[config.mk]
export PLATFORM = sky130hd
export DESIGN_NAME = shell_line_tokenizer_unit
export DESIGN_NICKNAME = d
export VERILOG_FILES = /design/src/design/slt_pkg.sv /design/src/design/slt_front.sv /design/src/design/slt_queue.sv /design/src/design/slt_back.sv /design/src/design/shell_line_tokenizer_unit.sv
export VERILOG_INCLUDE_DIRS = /design/src /design/src/design
export SDC_FILE = /design/constraint.sdc
export NUM_CORES = 1
export LEC_CHECK = 0
export ABC_AREA = 1
export BUFFER_PORTS_ARGS = -buffer_cell sky130_fd_sc_hd__buf_2
export CORE_ASPECT_RATIO = 2
export CORE_MARGIN = 1
export CORE_UTILIZATION = 60
export DETAILED_ROUTE_END_ITERATION = 6
export PLACE_DENSITY_LB_ADDON = 0.15
export SYNTH_ARGS = -nofsm -noshare
export SYNTH_HDL_FRONTEND = slang
export SYNTH_HIERARCHICAL = 1
export SYNTH_SLANG_ARGS = --single-unit
[constraint.sdc]
create_clock -name clk -period 5.7 [get_ports clk]
set_input_delay 0.57 -clock clk [delete_from_list [all_inputs] [get_ports clk]]
set_output_delay 0.57 -clock clk [all_outputs]
set_load 0.02 [all_outputs]
[src/design/assert_macros.svh]
`ifndef ASSERT_MACROS_SVH
`define ASSERT_MACROS_SVH

// Check that is held off while reset is high.
`define SLT_ASSERT(label, prop) \
  label: assert property (@(posedge clk) disable iff (rst) prop) \
    else $error("shell line tokenizer check failed");

// Check that also holds through reset.
`define SLT_ASSERT_RST(label, prop) \
  label: assert property (@(posedge clk) prop) \
    else $error("shell line tokenizer reset check failed");

`endif

[src/design/slt_pkg.sv]
`timescale 1ns / 1ps

package slt_pkg;

  typedef enum logic [1:0] {
    MODE_BETWEEN,
    MODE_ARG,
    MODE_SKIP,
    MODE_NAME
  } mode_t;

  localparam logic [1:0] KIND_ARG = 2'd0;
  localparam logic [1:0] KIND_IN  = 2'd1;
  localparam logic [1:0] KIND_OUT = 2'd2;

  localparam logic [7:0] CH_LT     = 8'h3C;
  localparam logic [7:0] CH_GT     = 8'h3E;
  localparam logic [7:0] CH_BSLASH = 8'h5C;
  localparam logic [7:0] CH_DQUOTE = 8'h22;
  localparam logic [7:0] CH_SPACE  = 8'h20;
  localparam logic [7:0] CH_TAB    = 8'h09;
  localparam logic [7:0] CH_CR     = 8'h0D;

  typedef struct packed {
    logic blank;
    logic space;
    logic redir;
    logic gt;
    logic bslash;
    logic dquote;
  } cls_t;

  typedef struct packed {
    logic [7:0] ch;
    logic       last;
    cls_t       cls;
  } item_t;

  typedef struct packed {
    logic       has_char;
    logic [7:0] char_out;
    logic [1:0] token_kind;
    logic       token_end;
    logic       token_empty;
    logic       line_end;
    logic [5:0] arg_total;
    logic       in_redirect_seen;
    logic       out_redirect_seen;
    logic       overflow_flag;
  } result_t;

endpackage

[src/design/slt_front.sv]
`timescale 1ns / 1ps

module slt_front import slt_pkg::*; (
  input  logic       clk,
  input  logic       rst,
  input  logic       s_tvalid,
  output logic       s_tready,
  input  logic [7:0] char_in,
  input  logic       line_last,
  output logic       q_valid,
  output item_t      q_item,
  input  logic       q_ready
);

  function automatic cls_t classify(input logic [7:0] c);
    cls_t r;
    r.blank  = (c == CH_SPACE) || (c == CH_TAB);
    r.space  = (c == CH_SPACE) || ((c >= CH_TAB) && (c <= CH_CR));
    r.redir  = (c == CH_LT) || (c == CH_GT);
    r.gt     = (c == CH_GT);
    r.bslash = (c == CH_BSLASH);
    r.dquote = (c == CH_DQUOTE);
    return r;
  endfunction

  assign s_tready = !q_valid || q_ready;

  always_ff @(posedge clk) begin
    if (rst) begin
      q_valid <= 1'b0;
    end else if (s_tready) begin
      q_valid <= s_tvalid;
    end
  end

  always_ff @(posedge clk) begin
    if (s_tvalid && s_tready) begin
      q_item.ch   <= char_in;
      q_item.last <= line_last;
      q_item.cls  <= classify(char_in);
    end
  end

endmodule

[src/design/slt_queue.sv]
`timescale 1ns / 1ps

module slt_queue import slt_pkg::*; (
  input  logic  clk,
  input  logic  rst,
  input  logic  in_valid,
  output logic  in_ready,
  input  item_t in_item,
  output logic  out_valid,
  input  logic  out_ready,
  output item_t out_item
);

  localparam logic [1:0] DEPTH = 2'd2;

  item_t      slots [2];
  logic [1:0] count;
  logic       wr_ptr;
  logic       rd_ptr;
  logic       push;
  logic       pop;

  assign in_ready  = (count != DEPTH);
  assign out_valid = (count != 2'd0);
  assign out_item  = slots[rd_ptr];
  assign push      = in_valid && in_ready;
  assign pop       = out_valid && out_ready;

  always_ff @(posedge clk) begin
    if (rst) begin
      count  <= 2'd0;
      wr_ptr <= 1'b0;
      rd_ptr <= 1'b0;
    end else begin
      if (push) wr_ptr <= !wr_ptr;
      if (pop) rd_ptr <= !rd_ptr;
      if (push && !pop) begin
        count <= count + 2'd1;
      end else if (pop && !push) begin
        count <= count - 2'd1;
      end
    end
  end

  always_ff @(posedge clk) begin
    if (push) slots[wr_ptr] <= in_item;
  end

endmodule

[src/design/slt_back.sv]
`timescale 1ns / 1ps

module slt_back import slt_pkg::*; #(
  parameter int MAX_ARGS      = 63,
  parameter int MAX_TOKEN_LEN = 1023
) (
  input  logic    clk,
  input  logic    rst,
  input  logic    in_valid,
  output logic    in_ready,
  input  item_t   in_item,
  output logic    m_valid,
  input  logic    m_ready,
  output result_t res
);

  localparam int ACNT_W = $clog2(MAX_ARGS + 1);
  localparam int TLEN_W = $clog2(MAX_TOKEN_LEN + 1);

  typedef struct packed {
    mode_t             mode;
    logic              quote;
    logic              esc;
    logic              rio;
    logic [TLEN_W-1:0] tlen;
    logic [ACNT_W-1:0] acnt;
    logic [1:0]        rflags;
    logic              ovf;
    logic              drop;
  } st_t;

  typedef struct packed {
    logic       chr;
    logic [7:0] ch;
    logic [1:0] ckind;
    logic       fin;
    logic [1:0] kind;
    logic       empty;
  } ev_t;

  typedef struct packed {
    st_t s;
    ev_t e;
  } wk_t;

  localparam st_t ST_RESET = '{mode: MODE_BETWEEN, default: '0};

  function automatic wk_t take(input wk_t w, input logic [7:0] c, input logic [1:0] k);
    wk_t r;
    r = w;
    if (r.s.tlen >= TLEN_W'(MAX_TOKEN_LEN)) begin
      r.s.ovf = 1'b1;
    end else begin
      r.s.tlen  = r.s.tlen + TLEN_W'(1);
      r.e.chr   = 1'b1;
      r.e.ch    = c;
      r.e.ckind = k;
    end
    return r;
  endfunction

  function automatic wk_t lit_arg(input wk_t w, input logic [7:0] c);
    wk_t r;
    r = w;
    // first byte of an argument once the count is full: drop the whole argument
    if ((r.s.tlen == '0) && !r.s.drop && (r.s.acnt >= ACNT_W'(MAX_ARGS))) begin
      r.s.drop = 1'b1;
      r.s.ovf  = 1'b1;
    end
    if (!r.s.drop) r = take(r, c, KIND_ARG);
    return r;
  endfunction

  st_t     st;
  st_t     st_next;
  wk_t     w;
  logic    emit;
  logic    pop;
  result_t res_next;

  assign in_ready = !m_valid || m_ready;
  assign pop      = in_valid && in_ready;

  always_comb begin
    logic       do_name;
    logic       do_arg;
    logic       do_betw;
    logic [1:0] nkind;
    logic [1:0] lkind;
    logic [7:0] c;
    cls_t       cl;
    c       = in_item.ch;
    cl      = in_item.cls;
    w.s     = st;
    w.e     = '0;
    do_name = 1'b0;
    do_arg  = 1'b0;
    do_betw = 1'b0;
    unique case (st.mode)
      MODE_ARG:     do_arg = 1'b1;
      MODE_SKIP: begin
        if (!cl.blank) begin
          w.s.mode = MODE_NAME;
          do_name  = 1'b1;
        end
      end
      MODE_NAME:    do_name = 1'b1;
      MODE_BETWEEN: do_betw = 1'b1;
    endcase

    nkind = w.s.rio ? KIND_OUT : KIND_IN;

    if (do_name) begin
      if (w.s.esc) begin
        w.s.esc = 1'b0;
        w = take(w, c, nkind);
      end else if (w.s.quote || (!cl.space && !cl.redir)) begin
        if (cl.bslash) begin
          w.s.esc = 1'b1;
        end else if (cl.dquote) begin
          w.s.quote = !w.s.quote;
        end else begin
          w = take(w, c, nkind);
        end
      end else begin
        w.e.fin    = 1'b1;
        w.e.kind   = nkind;
        w.e.empty  = (w.s.tlen == '0);
        w.s.rflags = w.s.rflags | nkind;
        w.s.mode   = MODE_BETWEEN;
        w.s.tlen   = '0;
        do_betw    = 1'b1;
      end
    end

    if (do_arg) begin
      if (w.s.esc) begin
        w.s.esc = 1'b0;
        w = lit_arg(w, c);
      end else if (cl.bslash) begin
        w.s.esc = 1'b1;
      end else if (cl.dquote) begin
        w.s.quote = !w.s.quote;
      end else if (!w.s.quote && (cl.blank || cl.redir)) begin
        if ((w.s.tlen != '0) && !w.s.drop) begin
          w.e.fin   = 1'b1;
          w.e.kind  = KIND_ARG;
          w.e.empty = 1'b0;
          w.s.acnt  = w.s.acnt + ACNT_W'(1);
        end
        w.s.mode = MODE_BETWEEN;
        w.s.tlen = '0;
        w.s.drop = 1'b0;
        do_betw  = 1'b1;
      end else begin
        w = lit_arg(w, c);
      end
    end

    if (do_betw && !cl.blank) begin
      w.s.tlen = '0;
      if (cl.redir) begin
        w.s.mode = MODE_SKIP;
        w.s.rio  = cl.gt;
      end else begin
        // escape is always clear between tokens
        w.s.mode = MODE_ARG;
        w.s.drop = 1'b0;
        if (cl.bslash) begin
          w.s.esc = 1'b1;
        end else if (cl.dquote) begin
          w.s.quote = !w.s.quote;
        end else begin
          w = lit_arg(w, c);
        end
      end
    end

    lkind = w.s.rio ? KIND_OUT : KIND_IN;
    if (in_item.last) begin
      if (w.s.mode == MODE_ARG) begin
        if ((w.s.tlen != '0) && !w.s.drop) begin
          w.s.acnt = w.s.acnt + ACNT_W'(1);
          if (!w.e.fin) begin
            w.e.fin   = 1'b1;
            w.e.kind  = KIND_ARG;
            w.e.empty = 1'b0;
          end
        end
      end else if ((w.s.mode == MODE_SKIP) || (w.s.mode == MODE_NAME)) begin
        w.s.rflags = w.s.rflags | lkind;
        if (!w.e.fin) begin
          w.e.fin   = 1'b1;
          w.e.kind  = lkind;
          w.e.empty = (w.s.tlen == '0);
        end
      end
    end

    emit    = w.e.fin || w.e.chr || in_item.last;
    st_next = in_item.last ? ST_RESET : w.s;
  end

  always_comb begin
    res_next.has_char          = w.e.chr;
    res_next.char_out          = w.e.chr ? w.e.ch : 8'd0;
    res_next.token_kind        = w.e.fin ? w.e.kind : (w.e.chr ? w.e.ckind : KIND_ARG);
    res_next.token_end         = w.e.fin;
    res_next.token_empty       = w.e.fin && w.e.empty;
    res_next.line_end          = in_item.last;
    res_next.arg_total         = (32'(w.s.acnt) > 32'd63) ? 6'd63 : 6'(w.s.acnt);
    res_next.in_redirect_seen  = w.s.rflags[0];
    res_next.out_redirect_seen = w.s.rflags[1];
    res_next.overflow_flag     = w.s.ovf;
  end

  always_ff @(posedge clk) begin
    if (rst) begin
      st      <= ST_RESET;
      m_valid <= 1'b0;
    end else if (pop) begin
      st      <= st_next;
      m_valid <= emit;
    end else if (m_ready) begin
      m_valid <= 1'b0;
    end
  end

  always_ff @(posedge clk) begin
    if (pop && emit) res <= res_next;
  end

endmodule

[src/design/shell_line_tokenizer_unit.sv]
`timescale 1ns / 1ps
`include "assert_macros.svh"

// Channel  Dir  Data                                         Last      User
// s_*      in   char_in[7:0]                                 line_last -
// m_*      out  has_char, char_out, token_end, token_empty,  line_end  token_kind
//               arg_total, in/out_redirect_seen, overflow
//
// One byte per cycle sustained while m_tready is high; a taken request passes
// through the classify register, the two-entry queue and the result register.
// The back-end state machine handles a byte per cycle in one step unless stalled.
// Synchronous reset empties the pipeline and returns the scanner to between tokens.
// A stall on m_* fills the result register, then the queue, then the classify
// register, and only then drops s_tready.
module shell_line_tokenizer_unit import slt_pkg::*; #(
  parameter int MAX_ARGS      = 63,
  parameter int MAX_TOKEN_LEN = 1023
) (
  input  logic        clk,
  input  logic        rst,
  input  logic        s_tvalid,
  output logic        s_tready,
  input  logic [7:0]  s_tdata,   // char_in[7:0]
  input  logic        s_tlast,
  output logic        m_tvalid,
  input  logic        m_tready,
  // has_char[0], char_out[8:1], token_end[9], token_empty[10], arg_total[16:11],
  // in_redirect_seen[17], out_redirect_seen[18], overflow_flag[19], zero[23:20]
  output logic [23:0] m_tdata,
  output logic [1:0]  m_tuser,   // token_kind[1:0]
  output logic        m_tlast
);

  logic    f_valid;
  logic    f_ready;
  item_t   f_item;
  logic    b_valid;
  logic    b_ready;
  item_t   b_item;
  result_t res;

  slt_front u_front (
    .clk       (clk),
    .rst       (rst),
    .s_tvalid  (s_tvalid),
    .s_tready  (s_tready),
    .char_in   (s_tdata),
    .line_last (s_tlast),
    .q_valid   (f_valid),
    .q_item    (f_item),
    .q_ready   (f_ready)
  );

  slt_queue u_queue (
    .clk       (clk),
    .rst       (rst),
    .in_valid  (f_valid),
    .in_ready  (f_ready),
    .in_item   (f_item),
    .out_valid (b_valid),
    .out_ready (b_ready),
    .out_item  (b_item)
  );

  slt_back #(
    .MAX_ARGS      (MAX_ARGS),
    .MAX_TOKEN_LEN (MAX_TOKEN_LEN)
  ) u_back (
    .clk      (clk),
    .rst      (rst),
    .in_valid (b_valid),
    .in_ready (b_ready),
    .in_item  (b_item),
    .m_valid  (m_tvalid),
    .m_ready  (m_tready),
    .res      (res)
  );

  assign m_tdata = {4'b0000, res.overflow_flag, res.out_redirect_seen, res.in_redirect_seen,
                    res.arg_total, res.token_empty, res.token_end, res.char_out,
                    res.has_char};
  assign m_tuser = res.token_kind;
  assign m_tlast = res.line_end;

  `SLT_ASSERT_RST(a_rst_no_result, rst |=> !m_tvalid)
  `SLT_ASSERT(a_empty_is_redirect, m_tvalid && res.token_empty |-> res.token_end && (res.token_kind != KIND_ARG))
  `SLT_ASSERT(a_char_zero_when_none, m_tvalid && !res.has_char |-> (res.char_out == 8'd0))
  `SLT_ASSERT(a_count_grows_in_line, m_tvalid && m_tready && !m_tlast |=> !m_tvalid || (res.arg_total >= $past(res.arg_total)))

endmodule

==> flow_metrics.py <==
metrics = {
    "outcome": {
        "status": "finished clean",
    },
    "final_layout": {
        "diodes": 0,
        "syn2layout_area_growth_pct": 9.76,
        "fin_nets": 842,
        "drive_gt1_share_pct": 19.7,
    },
    "synthesis": {
        "synth_seq_cells": 100,
        "synth_top_family_by_area": "simple AND/OR/NAND/NOR gates",
        "netlist_area_sq_um": 6330,
        "ys_seq_area_share_pct": 42.4,
        "netlist.area_leader.share_pct": 32.2,
        "yosysMostFrequentCell": "nand2_1",
        "synthMuxAreaShare_pct": 3.26,
        "synth_warnings": 6,
        "synthAdderAreaFrac_pct": 1.38,
        "synth_edf_count": 68,
        "synth.distinct_cells": 49,
        "synth_compound_area_share_pct": 12.4,
        "synth_area_leaders": "edfxtp_1 32%, nand2_1 11%, dfxtp_1 10%",
        "synth-simple-area-share_pct": 30.7,
        "syn_inst": 782,
        "async_flop_share_pct": 0,
        "synthXorXnorAreaFrac_pct": 0.692,
        "netlist_top_cells_count": "186 x nand2_1, 109 x inv_1, 68 x edfxtp_1",
        "ys.flop_type": "edfxtp_1",
        "syn_avg_cell_area_sq_um": 8.10,
        "synth_area_leader_cell": "edfxtp_1",
    },
    "detailed_routing": {
        "dr.pass1.iters": 5,
        "wirelength_microns": 18100,
        "antenna_left": 0,
        "drt_iter0_drc": 309,
        "vias_per_cell": 5.82,
        "drc": 0,
        "num_vias": 5601,
        "wl_per_cell_microns": 18.8,
    },
    "pwr": {
        "ir_drop_v": 0.000335,
        "p_leak_nw": 3.04,
        "power.density_nw_per_um2": 362,
    },
    "min_path": {
        "holdCritPathClass": "in -> reg",
        "min_path_cells": 1,
    },
    "timing": {
        "finalHoldViolCount": 0,
        "fin_ws_ns": 0.553,
        "relSlewSlack_pct": 20.9,
        "rsz0062_at_grt": "no",
        "drv_slew": 0,
        "finalSetupViolations": 0,
        "skew_ns": 0.0144,
        "final.setup.tns_ns": 0,
        "tightest_slew_ns": 1.18,
        "timing.final.crit_share_pct": 90.3,
        "finalCriticalPeriod_ns": 5.15,
        "clock.fmax_mhz": 194,
    },
    "critical_path": {
        "crit_end": "u_back/res[4]",
        "r2r_end": "u_back/res[4]",
        "cp-start-kind": "register",
        "crit_required_ns": 5.63,
        "crit_arrival_ns": 5.08,
        "rr_worst_depth": 26,
        "critPathKind": "reg -> reg",
        "rrSetupSlack_ns": 0.55,
        "crit_fanout": 23,
        "worst_setup_path_end_kind": "register",
    },
    "placed_design": {
        "place_hpwl_microns": 13500,
        "io_buffers": 37,
        "pre_cts_slack_ns": 0.651,
        "routabilityCongestion": 1.00,
    },
    "floorplan": {
        "core_sq_um": 10200,
        "fp.dieW_microns": 74.6,
        "die-area_sq_um": 11000,
        "num_io_pins": 42,
        "die_h_microns": 147,
        "initial_core_util_pct": 62.0,
        "rows": 52,
    },
    "cts": {
        "clock_path_buffers": 2,
        "htree_levels": 3,
        "hold_buffers": 0,
        "post_cts_buffers": 0,
        "numCtsBuffers": 9,
        "cts.repair.resized": 0,
        "clkSlewWorstSetupHoldPaths_ns": 0.08,
        "cts_tree": "done",
        "cts.sinks": 100,
        "cts_root_buf": "clkbuf_16",
        "clk-insertion-delay-late_ns": 0.36,
    },
    "grt": {
        "overflow": 0,
        "gr-usage-all-layers_pct": 35.0,
        "grt_pass1_vias": 5506,
        "grt_pass1_wl_microns": 27800,
        "grt_start_max_net_pins": 29,
        "antenna_found_initial": 0,
    },
    "run": {
        "cap_violations": 0,
    },
}
-- routing by layer --
metal / vias to the layer above / routed length, microns / global-route usage [%]
li1: 2681 / - / -
met1: 2643 / 6030 / 32.1
met2: 208 / 10200 / 64.1
met3: 69 / 800 / 8.30
met4: 0 / 1130 / 23.3
met5: - / 0 / 0
-- cell families after synthesis --
logic type                 after synthesis
AOI/OAI and AO/OA                      133
xor gates and xnor gates                 5
DFF                                    100
buffers and inverters                  142
and+or+nand+nor                        379
muxes                                   15
other                                    1
adders and majority gates                7
-- how the worst min path moves through the flow --
stage                                      to  slack (ns)         startpoint
final                       u_front/q_item[6]        0.39            s_tlast
after CTS                   u_front/q_item[6]        0.39            s_tlast
after floorplan           u_queue/slots[0][0]        0.42  u_front/q_item[0]
after detailed placement  u_queue/slots[1][5]        0.43  u_front/q_item[5]
after global placement    u_queue/slots[0][3]        0.42  u_front/q_item[3]
after global routing        u_front/q_item[6]        0.38            s_tlast
-- cell type report --
cell class | instances | area [sq um]
Clock buffer | 9 | 225
Tap cell | 135 | 169
Multi-Input combinational cell | 543 | 3080
Timing Repair Buffer | 46 | 253
Clock inverter | 7 | 78.8
Inverter | 122 | 458
Fill cell | 865 | 3260
Sequential cell | 100 | 2680
-- metrics by stage --
step           std cells  power (W)  cell area [sq um]  hold WS (ns)  utilization [%]
2_1_floorplan        785    0.00165               6340         0.421                -
3_3_place_gp         946    0.00186               6650         0.423             65.1
3_5_place_dp         946    0.00189               6650         0.433             65.1
4_1_cts              962    0.00251               6950         0.391             68.0
5_1_grt              962    0.00262               6950         0.378             68.0
6_report             962    0.00252               6950         0.393             68.0
-- cell usage in the layout (no fill, tap or decap), types with 11 or more instances in the layout --
cell type,netlist,routed
nand4_1,21,21
o21ai_0,45,45
edfxtp_1,68,68
nor2_4,11,11
nor2_1,44,43
dfxtp_1,32,32
nand2_2,21,21
buf_2,3,37
a21oi_1,60,60
nand3_1,56,56
inv_1,109,109
nand2_1,186,186
-- critical path, stage by stage, from the launching register on --
cell and delay, ns:
dfxtp_1 0.60, mux2_4 0.37, nor2_4 0.21, nor2_8 0.06, nor2_2 0.12, nand2_2 0.08
inv_2 0.12, nand2_2 0.10, inv_1 0.08, nand2_1 0.06, nand2_2 0.17, inv_1 0.11
ha_1 0.19, inv_1 0.09, nor2_4 0.06, nand3_4 0.13, nand3_4 0.13, or2_2 0.29
nand2_1 0.13, ha_1 0.21, nand3_1 0.10, a21oi_2 0.17, nand2_2 0.12, nand2_4 0.11
nand2_1 0.08, o31ai_1 0.29, inv_1 0.52
-- sequential cells by signal, summed over array words and instances (netlist names), named ones only --
| register | count |
|---|---|
| u_queue/slots | 30 |
| u_front/q_valid | 1 |
| u_back/res | 23 |
| u_front/q_item | 15 |
| u_back/m_valid | 1 |
| u_queue/rd_ptr | 1 |
| u_back/st | 25 |
| u_queue/wr_ptr | 1 |
| u_queue/count | 2 |
-- report_power, final --
part	internal, W	switching, W	total [W]
Sequential	0.000923	0.0000592	0.000982
Combinational	0.000267	0.000640	0.000906
Clock	0.000313	0.000314	0.000628
(Power assumes the default switching activity.)
